File: src/hdl/pvm_pkg.sv
// Shared types and constants for the PCM voice mixer.
// No dependencies; pvm_mac, pcm_voice_mixer_top and pvm_checker import this package.
package pvm_pkg;

  localparam int VOICES_DEFAULT       = 8;
  localparam int SAMPLE_WORDS_DEFAULT = 65536;

  // Fixed-point layout: 17.16 positions, 8.8 gains.
  localparam int POS_FRAC  = 16;
  localparam int POS_W     = 33;
  localparam int GAIN_FRAC = 8;
  localparam int ACC_W     = 32;
  localparam logic signed [ACC_W-1:0] CLIP_HI = 32'sd32767;
  localparam logic signed [ACC_W-1:0] CLIP_LO = -32'sd32767;

  typedef enum logic [1:0] {
    OP_LOAD    = 2'd0,
    OP_COMMAND = 2'd1,
    OP_RENDER  = 2'd2
  } op_t;

  typedef enum logic [1:0] {
    FMT_MONO8    = 2'd0,
    FMT_STEREO8  = 2'd1,
    FMT_MONO16   = 2'd2,
    FMT_STEREO16 = 2'd3
  } fmt_t;

  typedef enum logic [2:0] {
    ST_IDLE,
    ST_FETCH,
    ST_EVAL,
    ST_LMUL,
    ST_LACC,
    ST_RACC,
    ST_DONE
  } state_t;

  typedef struct packed {
    logic [15:0] base;
    logic [15:0] frames;
    fmt_t        kind;
  } wave_t;

  typedef struct packed {
    logic [15:0] gain;
    logic [31:0] step;
    logic        loop;
  } vctrl_t;

  typedef struct packed {
    logic load;
    logic byte_mode;
  } mac_ctrl_t;

endpackage

File: src/hdl/pvm_mac.sv
// Shared sample-by-gain multiplier with its product register and scaling.
// Depends on pvm_pkg.
module pvm_mac import pvm_pkg::*; (
  input  logic                    clk,
  input  mac_ctrl_t               ctrl,
  input  logic [15:0]             sample,
  input  logic [15:0]             gain,
  output logic signed [ACC_W-1:0] contrib
);

  logic signed [16:0] sample_s;
  logic signed [16:0] gain_s;
  logic signed [33:0] prod;
  logic               byte_mode;
  logic [15:0]        quot;

  always_comb begin
    if (ctrl.byte_mode) begin
      sample_s = $signed({{9{sample[7]}}, sample[7:0]});
    end else begin
      sample_s = $signed({sample[15], sample});
    end
    gain_s = $signed({1'b0, gain});
  end

  always_ff @(posedge clk) begin
    if (ctrl.load) begin
      prod      <= sample_s * gain_s;
      byte_mode <= ctrl.byte_mode;
    end
  end

  // Divide by 256 toward zero: a negative product with a nonzero fraction rounds up by one.
  assign quot = prod[GAIN_FRAC+15:GAIN_FRAC]
              + 16'(prod[33] && (prod[GAIN_FRAC-1:0] != '0));

  assign contrib = byte_mode ? $signed(prod[ACC_W-1:0]) : ACC_W'($signed(quot));

endmodule

File: config.mk
export PLATFORM = sky130hd
export DESIGN_NAME = pvm_mac
export DESIGN_NICKNAME = d
export VERILOG_FILES = /design/src/hdl/pvm_pkg.sv /design/src/hdl/pvm_mac.sv
export SDC_FILE = /design/constraint.sdc
export NUM_CORES = 1
export LEC_CHECK = 0
export BUFFER_PORTS_ARGS = -buffer_cell sky130_fd_sc_hd__buf_2
export CAP_MARGIN = 25
export CORE_MARGIN = 2
export CORE_UTILIZATION = 59
export DETAILED_ROUTE_END_ITERATION = 12
export GPL_TIMING_DRIVEN = 0
export PLACE_DENSITY = 0.87
export RECOVER_POWER = 50
export SLEW_MARGIN = 20
export SYNTH_ARGS = -nofsm -noshare
export SYNTH_HDL_FRONTEND = slang
export SYNTH_SLANG_ARGS = --single-unit
File: constraint.sdc
create_clock -name clk -period 6.24 [get_ports clk]
set_input_delay 0.624 -clock clk [delete_from_list [all_inputs] [get_ports clk]]
set_output_delay 0.624 -clock clk [all_outputs]
set_load 0.01 [all_outputs]
==> key figures, run 1 <==
Status
  • Status: complete, no violations

Synth
  • Yosys warning count: 0
  • Mapped cell area: 0.0120 mm2
  • Seq/Total Area, Yosys: 8.52%
  • Xor/xnor share of the synthesized area: 3.36%
  • Post-synthesis adder-cell area fraction: 54.1%
  • Avg Inst Size Synth: 9.18 um2
  • Ranking of synthesized cells by area: fa_1 45%, inv_1 10%, ha_1 9.2%, edfxtp_1 8.5%, and2_1 6.8%
  • Post-Syn Instances: 1306
  • Yosys reg bits: 34
  • EDFF count, synth: 34
  • Synth Area in Simple Gates: 15.1%
  • Post-synthesis compound-gate area fraction: 6.80%
  • Top_reg_cell synth: edfxtp_1
  • Largest area contributor in the netlist: fa_1
  • Top-area cell type share of the netlist area: 44.9%
  • Largest family of logic cells by synthesized area: adder cells
  • Asr flop ratio synth: 0%
  • Netlist cell types: 50
  • Syn Nets: 1698
  • Multiplexer share of the synthesized area: 0.188%

Finish
  • Commonest non-fill, non-tap cells in the layout: 327 x inv_1, 263 x fa_1, 163 x nand2_1
  • Nets: 1801
  • Number of fill cells: 1421
  • Ant diodes: 0
  • Final Util: 67.9%
  • Share of cells above drive strength 1: 15.1%
  • Flip-flop and latch area: 0.00102 mm2
  • Cell area after layout: 0.0136 mm2
  • Area growth syn-to-layout: 13.8%
  • Most common cell after layout, fill and taps aside: inv_1
  • Multi-input logic area: 0.00995 mm2

Setup path
  • Cell-by-cell trace of the critical path: buf_16 > nand2_8 > o21ai_4 > clkbuf_8 > nand2_2 > inv_1 > fa_2 > inv_2 > fa_1 > inv_1 > fa_2 > fa_1 > fa_1 > inv_1 > fa_1 > inv_1 > ha_4 > buf_6 > a21oi_4 > o21ai_2 > or3_4 > o21ai_4 > o31ai_2 > xnor2_1
  • Worst path max stage delay: 0.59 ns
  • Crit. End Element: flip-flop
  • Critical path type: input pin to flip-flop
  • Slowest-stage cell, CP: fa_2
  • Startpoint Class: input pin
  • WP buf/inv: 8
  • CP delay by family, top: adder cells
  • CP required: 6.31 ns
  • CP arrival: 6.25 ns
  • CP startpoint: ctrl[0]
  • Worst Path Max Fanout: 8

Place
  • Post-DP HPWL: 24700 um
  • Place WS: -1.27 ns
  • I/O Buffers: 66
  • Placed cell areas: 0.0127 mm2
  • RePlAce Congestion: 0.934

Timing
  • Fmax: 162 MHz
  • Crit share post-route: 99.0%
  • Slew @ Worst Pin: 0.799 ns
  • Final Max Tran Viols: 0
  • Hold Violations, Final: 0
  • Slew headroom: 46.7%
  • Final setup fails: 0
  • Tmin final: 6.18 ns
  • Setup_tns: 0 ns
  • Setup WS post-layout: 0.0605 ns

GRT
  • Vias in the first global route: 10200
  • All-Layer GR Usage: 29.7%
  • Initial antenna violation count: 0
  • Grt ovf: 0
  • Largest net degree at the start of global routing: 35
  • First-pass GRT wire length: 49600 um

Clocking
  • Deepest level of the CTS H-tree: 2
  • Max Buffers Root-to-Sink: 2
  • Reg clk slew, reported paths: 0.05 ns
  • Sink Count: 34
  • Root Driver: clkbuf_16
  • TritonCTS Buffers: 5
  • CTS tree: done
  • CTS Hold Bufs: 0

Floorplanning
  • Core region area: 0.0201 mm2
  • Die area: 0.0215 mm2
  • Num rows: 52
  • Initial Utilization: 59.6%
  • Die W: 147 um
  • Die Y: 147 um
  • Top-Level Pins: 67

Route
  • Final wirelength: 31700 um
  • Post-DR wirelength/cell: 18.9 um
  • DRC errors left: 0
  • Post-route ant nets: 0
  • DR vias/cell: 5.66
  • First-pass iteration count of the detailed router: 5
  • DR iter-0 viols: 694
  • Via count: 9512

Hold path
  • Hold_sp: ctrl[0]
  • HP Class: input pin to flip-flop

Run
  • Max Cap Viol: 0
metrics by stage:
stage / instances / hold WS, ns
finish: 1680 / 0.754
floorplan: 1306 / 0.723
CTS: 1657 / 0.695
global route: 1680 / 0.742
global placement: 1642 / 0.998
detailed placement: 1642 / 1.01
layer usage:
| layer | GRT usage [%] | vias to the layer above | wire [um] |
|---|---|---|---|
| met4 | 16.5 | 0 | 2310 |
| met5 | 0 | - | 0 |
| met2 | 52.6 | 518 | 16200 |
| li1 | - | 4092 | - |
| met1 | 34.1 | 4722 | 10600 |
| met3 | 5.34 | 180 | 2650 |
worst paths after layout:
check / end / slack, ns / cells past startpoint
max: prod[33] / 0.06 / 24
min: byte_mode / 0.75 / 2
cell type report:
cell class	instances	area share, %
clock inverter	2	0.0642
inverter	331	9.13
timing repair buffer	102	5.16
multi-input combinational	896	72.9
tap	270	2.48
clock buffer	6	0.945
buffer	39	1.83
sequential	34	7.48
state kept, by name, indices dropped and copies added, names as in the netlist:
register	cells
prod	33
byte_mode	1
cells in the mapped netlist, types with 4 or more instances:
cell type and number:
a31oi_1 5, ha_1 88, nand2_1 167, and3_1 4
a21o_1 21, nand3_1 12, a211oi_1 5, o21ai_0 30
edfxtp_1 34, and2_1 130, clkbuf_1 40, nor2_1 29
a21oi_2 6, a21oi_1 25, xor2_1 13, xnor2_1 33
fa_1 269, o21a_1 7, nand4_1 7, buf_2 4
nor2b_1 4, inv_1 331, o21ai_1 5
kinds of logic after synthesis:
family	Yosys count
buffers and inverters	376
AND/OR/NAND/NOR	368
adder cells (fa/ha/maj)	357
AO/OA/AOI/OAI	123
XOR/XNOR	46
flip-flops	34
multiplexers	2
what timing repair did:
action	CTS	global route
gates resized for setup	70	87
buffers inserted	9	27
setup endpoints to repair	20	13
pin swaps	7	23
Power of run 1 is not shown: default switching activity piles up to over one toggle a cycle in this logic, so the estimate is an artifact.
==> run 2: changes to the inputs <==
--- a/config.mk
+++ b/config.mk
@@ -9,2 +9,3 @@
 export CAP_MARGIN = 25
+export CORE_ASPECT_RATIO = 0.6
 export CORE_MARGIN = 2
==> constraint.sdc (replaced) <==
create_clock -name clk -period 6.24 [get_ports clk]
set_input_delay 1.248 -clock clk [delete_from_list [all_inputs] [get_ports clk]]
set_output_delay 1.248 -clock clk [all_outputs]
set_load 0.01 [all_outputs]
==> run 2 against run 1 <==
Effect of this change:
- the run now ends with max-capacitance violations, max-slew violations, negative setup slack left
- sequential cell count is the same
- global-route usage grew 2.9 points
- fmax shrank 12%
- cell area grew 4.1%
- highest routed layer unchanged
==> key figures, run 2 (synthesized netlist as in run 1, its figures left out) <==
GRT
  • Largest net degree at the start of global routing: 35 (unchanged)
  • All-Layer GR Usage: 32.6% (+2.9 points)
  • Vias in the first global route: 10500 (+3.2%)
  • First-pass GRT wire length: 53400 um (+7.5%)
  • Initial antenna violation count: 1 (+1)
  • Grt ovf: 0 (unchanged)

Place
  • Placed cell areas: 0.0129 mm2 (+1.9%)
  • I/O Buffers: 66 (unchanged)
  • RePlAce Congestion: 0.954 (+2.2%)
  • Post-DP HPWL: 25600 um (+3.8%)
  • Placed insts: 1645 (+0.18%)

Clocking
  • CTS tree: done
  • Deepest level of the CTS H-tree: 2 (unchanged)
  • Sink Count: 34 (unchanged)
  • Reg clk slew, reported paths: 0.05 ns (about the same)
  • CTS Hold Bufs: 0 (unchanged)
  • TritonCTS Buffers: 5 (unchanged)
  • Max Buffers Root-to-Sink: 2 (unchanged)
  • Root Driver: clkbuf_16

Timing
  • Slew headroom: -27.3% (-74 points)
  • Setup_tns: -8.74 ns (-8.74 ns)
  • Final setup fails: 20 (+20)
  • Fmax: 142 MHz (-12%)
  • Slew @ Worst Pin: 1.91 ns (+1.11 ns)
  • RSZ-0062 raised after global routing: true
  • Crit share post-route: 113% (+14 points)
  • Final Max Tran Viols: 35 (+35)
  • Tmin final: 7.03 ns (+0.846 ns)
  • Setup WS post-layout: -0.785 ns (-0.846 ns)
  • Hold slack: 1.43 ns (+0.677 ns)
  • Hold Violations, Final: 0 (unchanged)

Route
  • Post-DR wirelength/cell: 19.4 um (+2.5%)
  • Post-route ant nets: 0 (unchanged)
  • First-pass iteration count of the detailed router: 5 (unchanged)
  • DRC errors left: 0 (unchanged)
  • Final wirelength: 33400 um (+5.2%)
  • DR vias/cell: 5.57 (-1.7%)
  • DR iter-0 viols: 840 (+21%)
  • Via count: 9596 (+0.88%)

Setup path
  • WP buf/inv: 8 (unchanged)
  • CP arrival: 7.08 ns (+0.83 ns)
  • Worst Path Max Fanout: 8 (unchanged)
  • CP delay by family, top: adder cells
  • Cell-by-cell trace of the critical path: buf_6 > nand2_8 > buf_4 > o21ai_4 > clkbuf_8 > buf_12 > nand2_1 > fa_1 > inv_1 > fa_1 > fa_1 > fa_1 > fa_1 > inv_1 > fa_1 > inv_1 > ha_1 > buf_4 > a21oi_4 > o21ai_2 > or3_4 > o21ai_4 > o31ai_4 > xnor2_2
  • Critical path type: input pin to flip-flop
  • Slowest-stage cell, CP: fa_1
  • Startpoint Class: input pin
  • Worst path max stage delay: 0.55 ns (-0.04 ns)
  • CP required: 6.30 ns (about the same)
  • Crit. End Element: flip-flop
  • Most Frequent Cell on Critical Path: fa_1

Finish
  • Share of cells above drive strength 1: 19.4% (+4.3 points)
  • Biggest regs: prod (33), byte_mode (1)
  • Cell area after layout: 0.0142 mm2 (+4.1%)
  • Area growth syn-to-layout: 18.5%
  • Number of fill cells: 1437 (+1.1%)
  • Multi-input logic area: 0.0101 mm2 (+1.6%)
  • Max FFs per register: 33 (unchanged)
  • Ant diodes: 0 (unchanged)
  • Commonest non-fill, non-tap cells in the layout: 317 x inv_1, 260 x fa_1, 161 x nand2_1
  • Most common cell after layout, fill and taps aside: inv_1
  • Final cell count without fillers: 1724 (+2.6%)
  • Nets: 1842 (+2.3%)
  • Reg with most FFs: prod
  • Flip-flop and latch area: 0.00102 mm2 (unchanged)

Hold path
  • HP Class: input pin to flip-flop

Floorplanning
  • Initial Utilization: 60.0% (+0.40 points)
  • Die W: 188 um (+28%)
  • Top-Level Pins: 67 (unchanged)
  • Die area: 0.0215 mm2 (+0.18%)
  • Num rows: 40 (-23%)
  • Core region area: 0.0200 mm2 (-0.67%)
  • Die Y: 114 um (-22%)

Status
  • Status: finished with violations
  • Violated checks: max-capacitance violations, max-slew violations, negative setup slack

Run
  • Max Cap Viol: 1 (+1)
## run 2: repair_timing
action,in CTS,in global routing
pin swaps,64,23
resized for setup,111,28
buffers inserted,50,19
endpoints found under the setup margin,20,22
cloned,3,0
## run 2: cell type report
type	instances	share of cell area (%)
sequential	34	7.19
clock buffer	6	0.907
timing repair buffer	138	7.10
multi-input combinational	896	71.2
clock inverter	2	0.0617
inverter	331	8.89
buffer	44	2.26
tap	273	2.41
## run 2: worst paths after layout
path	start	end	slack, ns	cells past startpoint
worst min-delay path	gain[0]	prod[0]	1.43	2
worst max-delay path	sample[7]	prod[33]	-0.79	24
## run 2: stage by stage
stage | utilization (%) | setup slack (ns)
floorplan | - | -0.265
global placement | 64.7 | -1.53
detailed placement | 64.7 | -1.58
CTS | 70.0 | -0.575
global route | 71.1 | -0.826
finish | 71.1 | -0.785
## run 2: metal layers
metal	track usage (%)	vias to the layer above	routed length (um)
met3	8.89	104	3810
li1	-	4171	-
met2	56.3	496	16200
met4	9.03	0	1110
met5	0	-	0
met1	40.9	4825	12300
Power of run 2 is left out for the same reason.
